### config.mk
export PLATFORM = sky130hd
export DESIGN_NAME = lpbf_ctrl
export DESIGN_NICKNAME = d
export VERILOG_FILES = /design/src/sv/lpbf_pkg.sv /design/src/sv/lpbf_ctrl.sv
export SDC_FILE = /design/constraint.sdc
export NUM_CORES = 1
export LEC_CHECK = 0
export ABC_AREA = 0
export BUFFER_PORTS_ARGS = -buffer_cell sky130_fd_sc_hd__buf_2
export CELL_PAD_IN_SITES_DETAIL_PLACEMENT = 0
export CELL_PAD_IN_SITES_GLOBAL_PLACEMENT = 2
export CORE_MARGIN = 4
export CORE_UTILIZATION = 23
export CTS_CLUSTER_SIZE = 20
export DETAILED_ROUTE_END_ITERATION = 16
export HOLD_SLACK_MARGIN = 0.02
export PLACE_DENSITY_LB_ADDON = 0.1
export SLEW_MARGIN = 20
export SYNTH_ARGS = -nofsm -noshare
export SYNTH_HDL_FRONTEND = slang
export SYNTH_SLANG_ARGS = --single-unit
### constraint.sdc
create_clock -name clk_i -period 1.3 [get_ports clk_i]
set_input_delay 0.065 -clock clk_i [delete_from_list [all_inputs] [get_ports clk_i]]
set_output_delay 0.065 -clock clk_i [all_outputs]
set_load 0.01 [all_outputs]
### src/sv/lpbf_pkg.sv
// Package for the longest-path Bellman-Ford core.
// Holds payload structs, codes, FSM types and controller/datapath command structs.
// No dependencies.
package lpbf_pkg;

  localparam int unsigned MaxNodes   = 1024;
  localparam int unsigned MaxEdges   = 4096;
  localparam int unsigned NodeW      = 10;
  localparam int unsigned WeightW    = 32;
  localparam int unsigned GainW      = 49;
  localparam int unsigned ScoreW     = 48;
  localparam int unsigned NodeCountW = 11;

  localparam logic KindLoad = 1'b0;
  localparam logic KindRun  = 1'b1;

  localparam logic [1:0] StFinite    = 2'd0;
  localparam logic [1:0] StUnbounded = 2'd1;
  localparam logic [1:0] StUnreach   = 2'd2;
  localparam logic [1:0] StOverflow  = 2'd3;

  localparam logic signed [GainW-1:0] GainTop    = 49'sh0_FFFF_FFFF_FFFF;
  localparam logic signed [GainW-1:0] GainBottom = 49'sh1_0000_0000_0000;

  typedef struct packed {
    logic                      kind;
    logic [NodeW-1:0]          from_node;
    logic [NodeW-1:0]          to_node;
    logic signed [WeightW-1:0] weight;
  } item_t;

  typedef struct packed {
    logic [1:0]               status;
    logic signed [ScoreW-1:0] score;
  } res_t;

  typedef struct packed {
    logic [NodeW-1:0]          from_node;
    logic [NodeW-1:0]          to_node;
    logic signed [WeightW-1:0] weight;
  } edge_t;

  typedef struct packed {
    logic                    reached;
    logic                    mark;
    logic signed [GainW-1:0] gain;
  } node_t;

  typedef enum logic [3:0] {
    S_IDLE, S_CLR, S_PSTART, S_ERD, S_ENODE, S_EEVAL, S_EWR1, S_EWR2,
    S_PEND, S_CHK_RD, S_CHK_WR, S_FRD, S_FOUT
  } state_e;

  typedef enum logic [1:0] {PH_RELAX, PH_DET, PH_SPREAD} phase_e;

  typedef enum logic [3:0] {
    OP_NONE, OP_LOAD, OP_RUN_OVF, OP_CLR, OP_EVAL, OP_WR1, OP_WR2, OP_CHK_WR, OP_EMIT
  } op_e;

  typedef enum logic [1:0] {SEL_EDGE, SEL_IDX, SEL_LAST} sel_e;

  typedef struct packed {
    op_e    op;
    phase_e phase;
    sel_e   sel;
    logic   e_clr;
    logic   e_inc;
    logic   i_clr;
    logic   i_inc;
    logic   pass_init;
    logic   pass_dec;
    logic   chg_clr;
  } cmd_t;

  typedef struct packed {
    logic edge_empty;
    logic edge_last;
    logic node_last;
    logic pass_zero;
    logic changed;
    logic ovf;
  } sts_t;

endpackage

### src/sv/lpbf_ctrl.sv
// Controller state machine for the longest-path core.
// Depends on lpbf_pkg; drives the datapath through cmd_t and reads sts_t.
module lpbf_ctrl (
  input  logic          clk_i,
  input  logic          rst_ni,
  input  logic          start_i,
  input  logic          kind_i,
  input  lpbf_pkg::sts_t sts_i,
  output lpbf_pkg::cmd_t cmd_o,
  output logic          busy_o
);

  lpbf_pkg::state_e state_q, state_d;
  lpbf_pkg::phase_e phase_q, phase_d;

  always_ff @(posedge clk_i or negedge rst_ni) begin
    if (!rst_ni) begin
      state_q <= lpbf_pkg::S_IDLE;
      phase_q <= lpbf_pkg::PH_RELAX;
    end else begin
      state_q <= state_d;
      phase_q <= phase_d;
    end
  end

  always_comb begin
    state_d = state_q;
    phase_d = phase_q;
    case (state_q)
      lpbf_pkg::S_IDLE: begin
        if (start_i && kind_i == lpbf_pkg::KindRun && !sts_i.ovf) begin
          state_d = lpbf_pkg::S_CLR;
        end
      end
      lpbf_pkg::S_CLR: begin
        if (sts_i.node_last) begin
          state_d = lpbf_pkg::S_PSTART;
          phase_d = lpbf_pkg::PH_RELAX;
        end
      end
      lpbf_pkg::S_PSTART: begin
        if (phase_q == lpbf_pkg::PH_RELAX && sts_i.pass_zero) begin
          phase_d = lpbf_pkg::PH_DET;
        end else if (sts_i.edge_empty) begin
          state_d = lpbf_pkg::S_PEND;
        end else begin
          state_d = lpbf_pkg::S_ERD;
        end
      end
      lpbf_pkg::S_ERD:   state_d = lpbf_pkg::S_ENODE;
      lpbf_pkg::S_ENODE: state_d = lpbf_pkg::S_EEVAL;
      lpbf_pkg::S_EEVAL: state_d = lpbf_pkg::S_EWR1;
      lpbf_pkg::S_EWR1: begin
        if (phase_q == lpbf_pkg::PH_DET) begin
          state_d = lpbf_pkg::S_EWR2;
        end else begin
          state_d = sts_i.edge_last ? lpbf_pkg::S_PEND : lpbf_pkg::S_ERD;
        end
      end
      lpbf_pkg::S_EWR2: begin
        state_d = sts_i.edge_last ? lpbf_pkg::S_PEND : lpbf_pkg::S_ERD;
      end
      lpbf_pkg::S_PEND: begin
        case (phase_q)
          lpbf_pkg::PH_RELAX: state_d = lpbf_pkg::S_PSTART;
          lpbf_pkg::PH_DET:   state_d = lpbf_pkg::S_CHK_RD;
          default: state_d = sts_i.changed ? lpbf_pkg::S_PSTART : lpbf_pkg::S_FRD;
        endcase
      end
      lpbf_pkg::S_CHK_RD: state_d = lpbf_pkg::S_CHK_WR;
      lpbf_pkg::S_CHK_WR: begin
        if (sts_i.node_last) begin
          state_d = lpbf_pkg::S_PSTART;
          phase_d = lpbf_pkg::PH_SPREAD;
        end else begin
          state_d = lpbf_pkg::S_CHK_RD;
        end
      end
      lpbf_pkg::S_FRD:  state_d = lpbf_pkg::S_FOUT;
      lpbf_pkg::S_FOUT: state_d = lpbf_pkg::S_IDLE;
      default:          state_d = lpbf_pkg::S_IDLE;
    endcase
  end

  always_comb begin
    cmd_o           = '0;
    cmd_o.op        = lpbf_pkg::OP_NONE;
    cmd_o.phase     = phase_q;
    cmd_o.sel       = lpbf_pkg::SEL_EDGE;
    case (state_q)
      lpbf_pkg::S_IDLE: begin
        if (start_i) begin
          if (kind_i == lpbf_pkg::KindLoad) begin
            cmd_o.op = lpbf_pkg::OP_LOAD;
          end else if (sts_i.ovf) begin
            cmd_o.op = lpbf_pkg::OP_RUN_OVF;
          end else begin
            cmd_o.i_clr     = 1'b1;
            cmd_o.pass_init = 1'b1;
          end
        end
      end
      lpbf_pkg::S_CLR: begin
        cmd_o.op    = lpbf_pkg::OP_CLR;
        cmd_o.i_inc = 1'b1;
      end
      lpbf_pkg::S_PSTART: begin
        if (!(phase_q == lpbf_pkg::PH_RELAX && sts_i.pass_zero) && !sts_i.edge_empty) begin
          cmd_o.e_clr = 1'b1;
        end
      end
      lpbf_pkg::S_EEVAL: cmd_o.op = lpbf_pkg::OP_EVAL;
      lpbf_pkg::S_EWR1: begin
        cmd_o.op    = lpbf_pkg::OP_WR1;
        cmd_o.e_inc = (phase_q != lpbf_pkg::PH_DET);
      end
      lpbf_pkg::S_EWR2: begin
        cmd_o.op    = lpbf_pkg::OP_WR2;
        cmd_o.e_inc = 1'b1;
      end
      lpbf_pkg::S_PEND: begin
        case (phase_q)
          lpbf_pkg::PH_RELAX: cmd_o.pass_dec = 1'b1;
          lpbf_pkg::PH_DET:   cmd_o.i_clr    = 1'b1;
          default:            cmd_o.chg_clr  = sts_i.changed;
        endcase
      end
      lpbf_pkg::S_CHK_RD: cmd_o.sel = lpbf_pkg::SEL_IDX;
      lpbf_pkg::S_CHK_WR: begin
        cmd_o.sel     = lpbf_pkg::SEL_IDX;
        cmd_o.op      = lpbf_pkg::OP_CHK_WR;
        cmd_o.i_inc   = 1'b1;
        cmd_o.chg_clr = sts_i.node_last;
      end
      lpbf_pkg::S_FRD: cmd_o.sel = lpbf_pkg::SEL_LAST;
      lpbf_pkg::S_FOUT: begin
        cmd_o.sel = lpbf_pkg::SEL_LAST;
        cmd_o.op  = lpbf_pkg::OP_EMIT;
      end
      default: cmd_o.op = lpbf_pkg::OP_NONE;
    endcase
  end

  assign busy_o = (state_q != lpbf_pkg::S_IDLE);

endmodule

==> Implementation_results.wiki <==
{| class="wikitable"
! Metric !! Value
|-
| Status || finished with violations
|-
| Violations in the final reports || negative setup slack
|-
| Setup slack after layout || -0.246 ns
|-
| Max IR drop VDD || 0.00120 V
|-
| Class of the most critical hold timing path || input pin to register
|-
| Violation count after the first detailed-routing iteration || 21
|-
| Final hold violation count || 0
|-
| Worst slew margin relative to its limit || 74.7%
|-
| Category of the worst setup path launch point || register
|-
| DP Wirelength || 1980 um
|-
| Clock input transition at the sequential cells of the worst setup and hold paths || 0.05 ns
|-
| Routability-driven placement congestion ratio || 0.861
|-
| Yosys warns || 0
|-
| PortBufs || 25
|-
| Maximum frequency from static timing analysis || 0.647 GHz
|-
| Number of search-and-repair iterations in the first detailed-routing pass || 4
|-
| Cell breakdown of the critical path || nor2b_1 > a21oi_1 > o22ai_2 > buf_2
|-
| Count of unresolved DRC violations after routing || 0
|-
| Synth-to-layout area growth || 108%
|-
| Core Rows || 19
|-
| Critical path type || register to primary output
|-
| Horizontal die dimension || 62.2 um
|-
| Required time reported for the critical path endpoint || 1.24 ns
|-
| Std-Cell Core Area || 0.00278 mm2
|-
| Unique cell type count in the Yosys netlist || 38
|-
| Buffers plus inverters on the worst setup path || 1
|-
| Max Buffers Root-to-Sink || 2
|-
| Antenna-violating nets left || 0
|-
| Slowest-stage cell, CP || sky130_fd_sc_hd__dfrtp_2
|-
| Wire length on met3 || 138 um
|-
| Global-route wire length before repair || 4480 um
|-
| Cts bufs inserted || 3
|-
| Number of I/O pins || 26
|-
| Die Y-Extent || 62.2 um
|-
| Final min period || 1.55 ns
|-
| Clock skew || 0.00622 ns
|-
| Family with the most delay on the worst path || flip-flops
|-
| Total power density per cell area || 2250 mW/mm2
|-
| Final Setup Violations || 18
|-
| Largest stage delay, worst path || 0.47 ns
|-
| DRT Wirelength || 2900 um
|-
| Peak fanout along the critical path || 7
|-
| Synthesized cell area || 676 um2
|-
| Final period utilization || 119%
|-
| Diode insertion count for antenna repair || 0
|-
| Total Die Area || 0.00387 mm2
|-
| M1 wire length || 1250 um
|-
| Async set-reset flop share out of synthesis || 100%
|-
| Post-Layout Cell Count || 191
|-
| Dominant register cell in the synthesized netlist || sky130_fd_sc_hd__dfrtp_1
|-
| Unrepaired setup endpoints after global routing || yes
|-
| Net count after synthesis || 101
|-
| Initial core utilization || 24.3%
|-
| Number of max-slew violations in the final report || 0
|-
| Synthesized instance count || 91
|-
| Cell count after placement || 167
|-
| Initial antenna violation count || 0
|-
| Clk Tree Root Cell || sky130_fd_sc_hd__clkbuf_4
|-
| # clock sinks || 6
|-
| Sum of negative setup slack || -3.26 ns
|-
| Endpoint type of the worst setup path || primary output
|-
| Number of global-route vias before repair || 981
|-
| Synthesis-stage register bit count || 6
|-
| Highest routing layer actually used || met4
|-
| Max Cap Viol || 0
|-
| Leakage || 0.662 nW
|-
| CTS tree || built
|-
| H-tree level count || 1
|-
| Number of enable flip-flop cells after synthesis || 0
|-
| Post-detailed-route via-to-cell ratio || 5.07
|-
| Layout cell share with drive strength beyond 1 || 68.8%
|-
| Mean post-synth cell area || 7.42 um2
|-
| Congestion Overflow GR || 0
|-
| GR Util All Layers || 14.0%
|-
| Tightest Pin Transition || 0.378 ns
|-
| Data arrival time of the critical path || 1.48 ns
|-
| Wire length on met2 || 1440 um
|-
| Total number of vias || 969
|-
| Layout filler cell count || 273
|-
| Post-detailed-route wirelength per cell || 15.2 um
|-
| Proportion of synthesized chip area in sequential cells || 22.2%
|-
| Pin count of the biggest net entering global routing || 10
|-
| Skew-Pair Late Insertion Delay || 0.25 ns
|-
| Final Net Count || 172
|}
[through the flow]
| step | power, mW | area [um2] | hold slack, ns | worst slack, ns | util [%] |
|---|---|---|---|---|---|
| floorplan | 1.29 | 684 | -0.231 | 0.0243 | - |
| global placement | 2.07 | 1000 | -0.0999 | -0.0819 | 36.1 |
| detailed placement | 2.06 | 1000 | -0.0959 | -0.0941 | 36.1 |
| CTS | 2.84 | 1290 | 0.0854 | -0.235 | 46.2 |
| global route | 3.38 | 1410 | 0.0835 | -0.366 | 50.6 |
| finish | 3.16 | 1410 | 0.0890 | -0.246 | 50.6 |
[registers in the layout, summed over array words and instances, names as in the netlist]
name     cells
phase_q      2
state_q      4
[cell usage after synthesis, types with 3 or more instances]
cell | number | area, um2
sky130_fd_sc_hd__nor2b_1 | 4 | 25.0
sky130_fd_sc_hd__nand3b_1 | 6 | 45.0
sky130_fd_sc_hd__o21ai_0 | 7 | 35.0
sky130_fd_sc_hd__nor2_1 | 8 | 30.0
sky130_fd_sc_hd__a21oi_1 | 7 | 35.0
sky130_fd_sc_hd__buf_2 | 4 | 20.0
sky130_fd_sc_hd__a31oi_1 | 3 | 18.8
sky130_fd_sc_hd__nand2b_1 | 4 | 25.0
sky130_fd_sc_hd__nand2_1 | 9 | 33.8
sky130_fd_sc_hd__dfrtp_1 | 6 | 150
[worst min-delay path, delay by kind of cell]
family          cells  cell delay [ns]
compound gates      1             0.07
buf+inv             1             0.10
simple gates        1             0.07
[worst paths after layout]
path	start	slack, ns	cells after the start	end
max in group asynchronous	rst_ni	0.94	2	state_q[1]$_DFFE_PN0P_
min	sts_i[4]	0.09	3	state_q[3]$_DFFE_PN0P_
max	state_q[3]$_DFFE_PN0P_	-0.25	4	cmd_o[12]
max reg2reg	state_q[2]$_DFFE_PN0P_	-0.24	7	state_q[1]$_DFFE_PN0P_
min in group asynchronous	rst_ni	0.18	2	state_q[2]$_DFFE_PN0P_
min reg2reg	phase_q[0]$_DFFE_PN0P_	0.71	3	phase_q[0]$_DFFE_PN0P_
[area by class of cell]
type,instances,area [um2],share of cell area (%)
clock buffers,3,22.5,1.60
inverters,2,7.51,0.534
multi-input cells,76,601,42.7
flip-flops and latches,6,155,11.0
well taps,31,38.8,2.76
repair buffers,73,582,41.4
[cells by family after synthesis]
family	synth area share, %
multiplexers	1.48
buffers and inverters	7.96
AO/OA/AOI/OAI	25.4
flip-flops	22.2
AND/OR/NAND/NOR	43.0
[where the power goes]
group	switching [mW]	internal, mW	leakage [nW]
clock	0.0789	0.105	0.0138
combinational	1.10	1.44	0.575
sequential	0.162	0.270	0.0735
[metal layers]
| layer | GRT usage, % | vias to the layer above |
|---|---|---|
| met5 | 0 | - |
| met4 | 5.42 | 0 |
| met3 | 4.32 | 10 |
| met2 | 23.1 | 34 |
| met1 | 16.9 | 457 |
| li1 | - | 468 |
[timing repair]
| item | in CTS | in global routing |
|---|---|---|
| resized for setup | 38 | 23 |
| hold endpoints to repair | 6 | 0 |
| setup buffers | 14 | 6 |
| cloned | 0 | 0 |
| pin swaps | 11 | 6 |
| setup endpoints to repair | 19 | 19 |
| hold buffers | 1 | 0 |
[cells in the final DEF, fill, tap and decap left out, types with 3 or more instances in the layout]
| cell | n |
|---|---|
| sky130_fd_sc_hd__nand2_1 | 6 |
| sky130_fd_sc_hd__nor2b_1 | 3 |
| sky130_fd_sc_hd__buf_2 | 21 |
| sky130_fd_sc_hd__a21oi_1 | 6 |
| sky130_fd_sc_hd__clkbuf_4 | 3 |
| sky130_fd_sc_hd__nand3b_1 | 6 |
| sky130_fd_sc_hd__buf_4 | 31 |
| sky130_fd_sc_hd__buf_6 | 19 |
| sky130_fd_sc_hd__nand2b_1 | 3 |
| sky130_fd_sc_hd__nor2_2 | 4 |
| sky130_fd_sc_hd__nor2_4 | 3 |
| sky130_fd_sc_hd__a31oi_1 | 3 |
| sky130_fd_sc_hd__o21ai_2 | 3 |
| sky130_fd_sc_hd__dfrtp_2 | 4 |
Power figures use the tool's default switching activity.
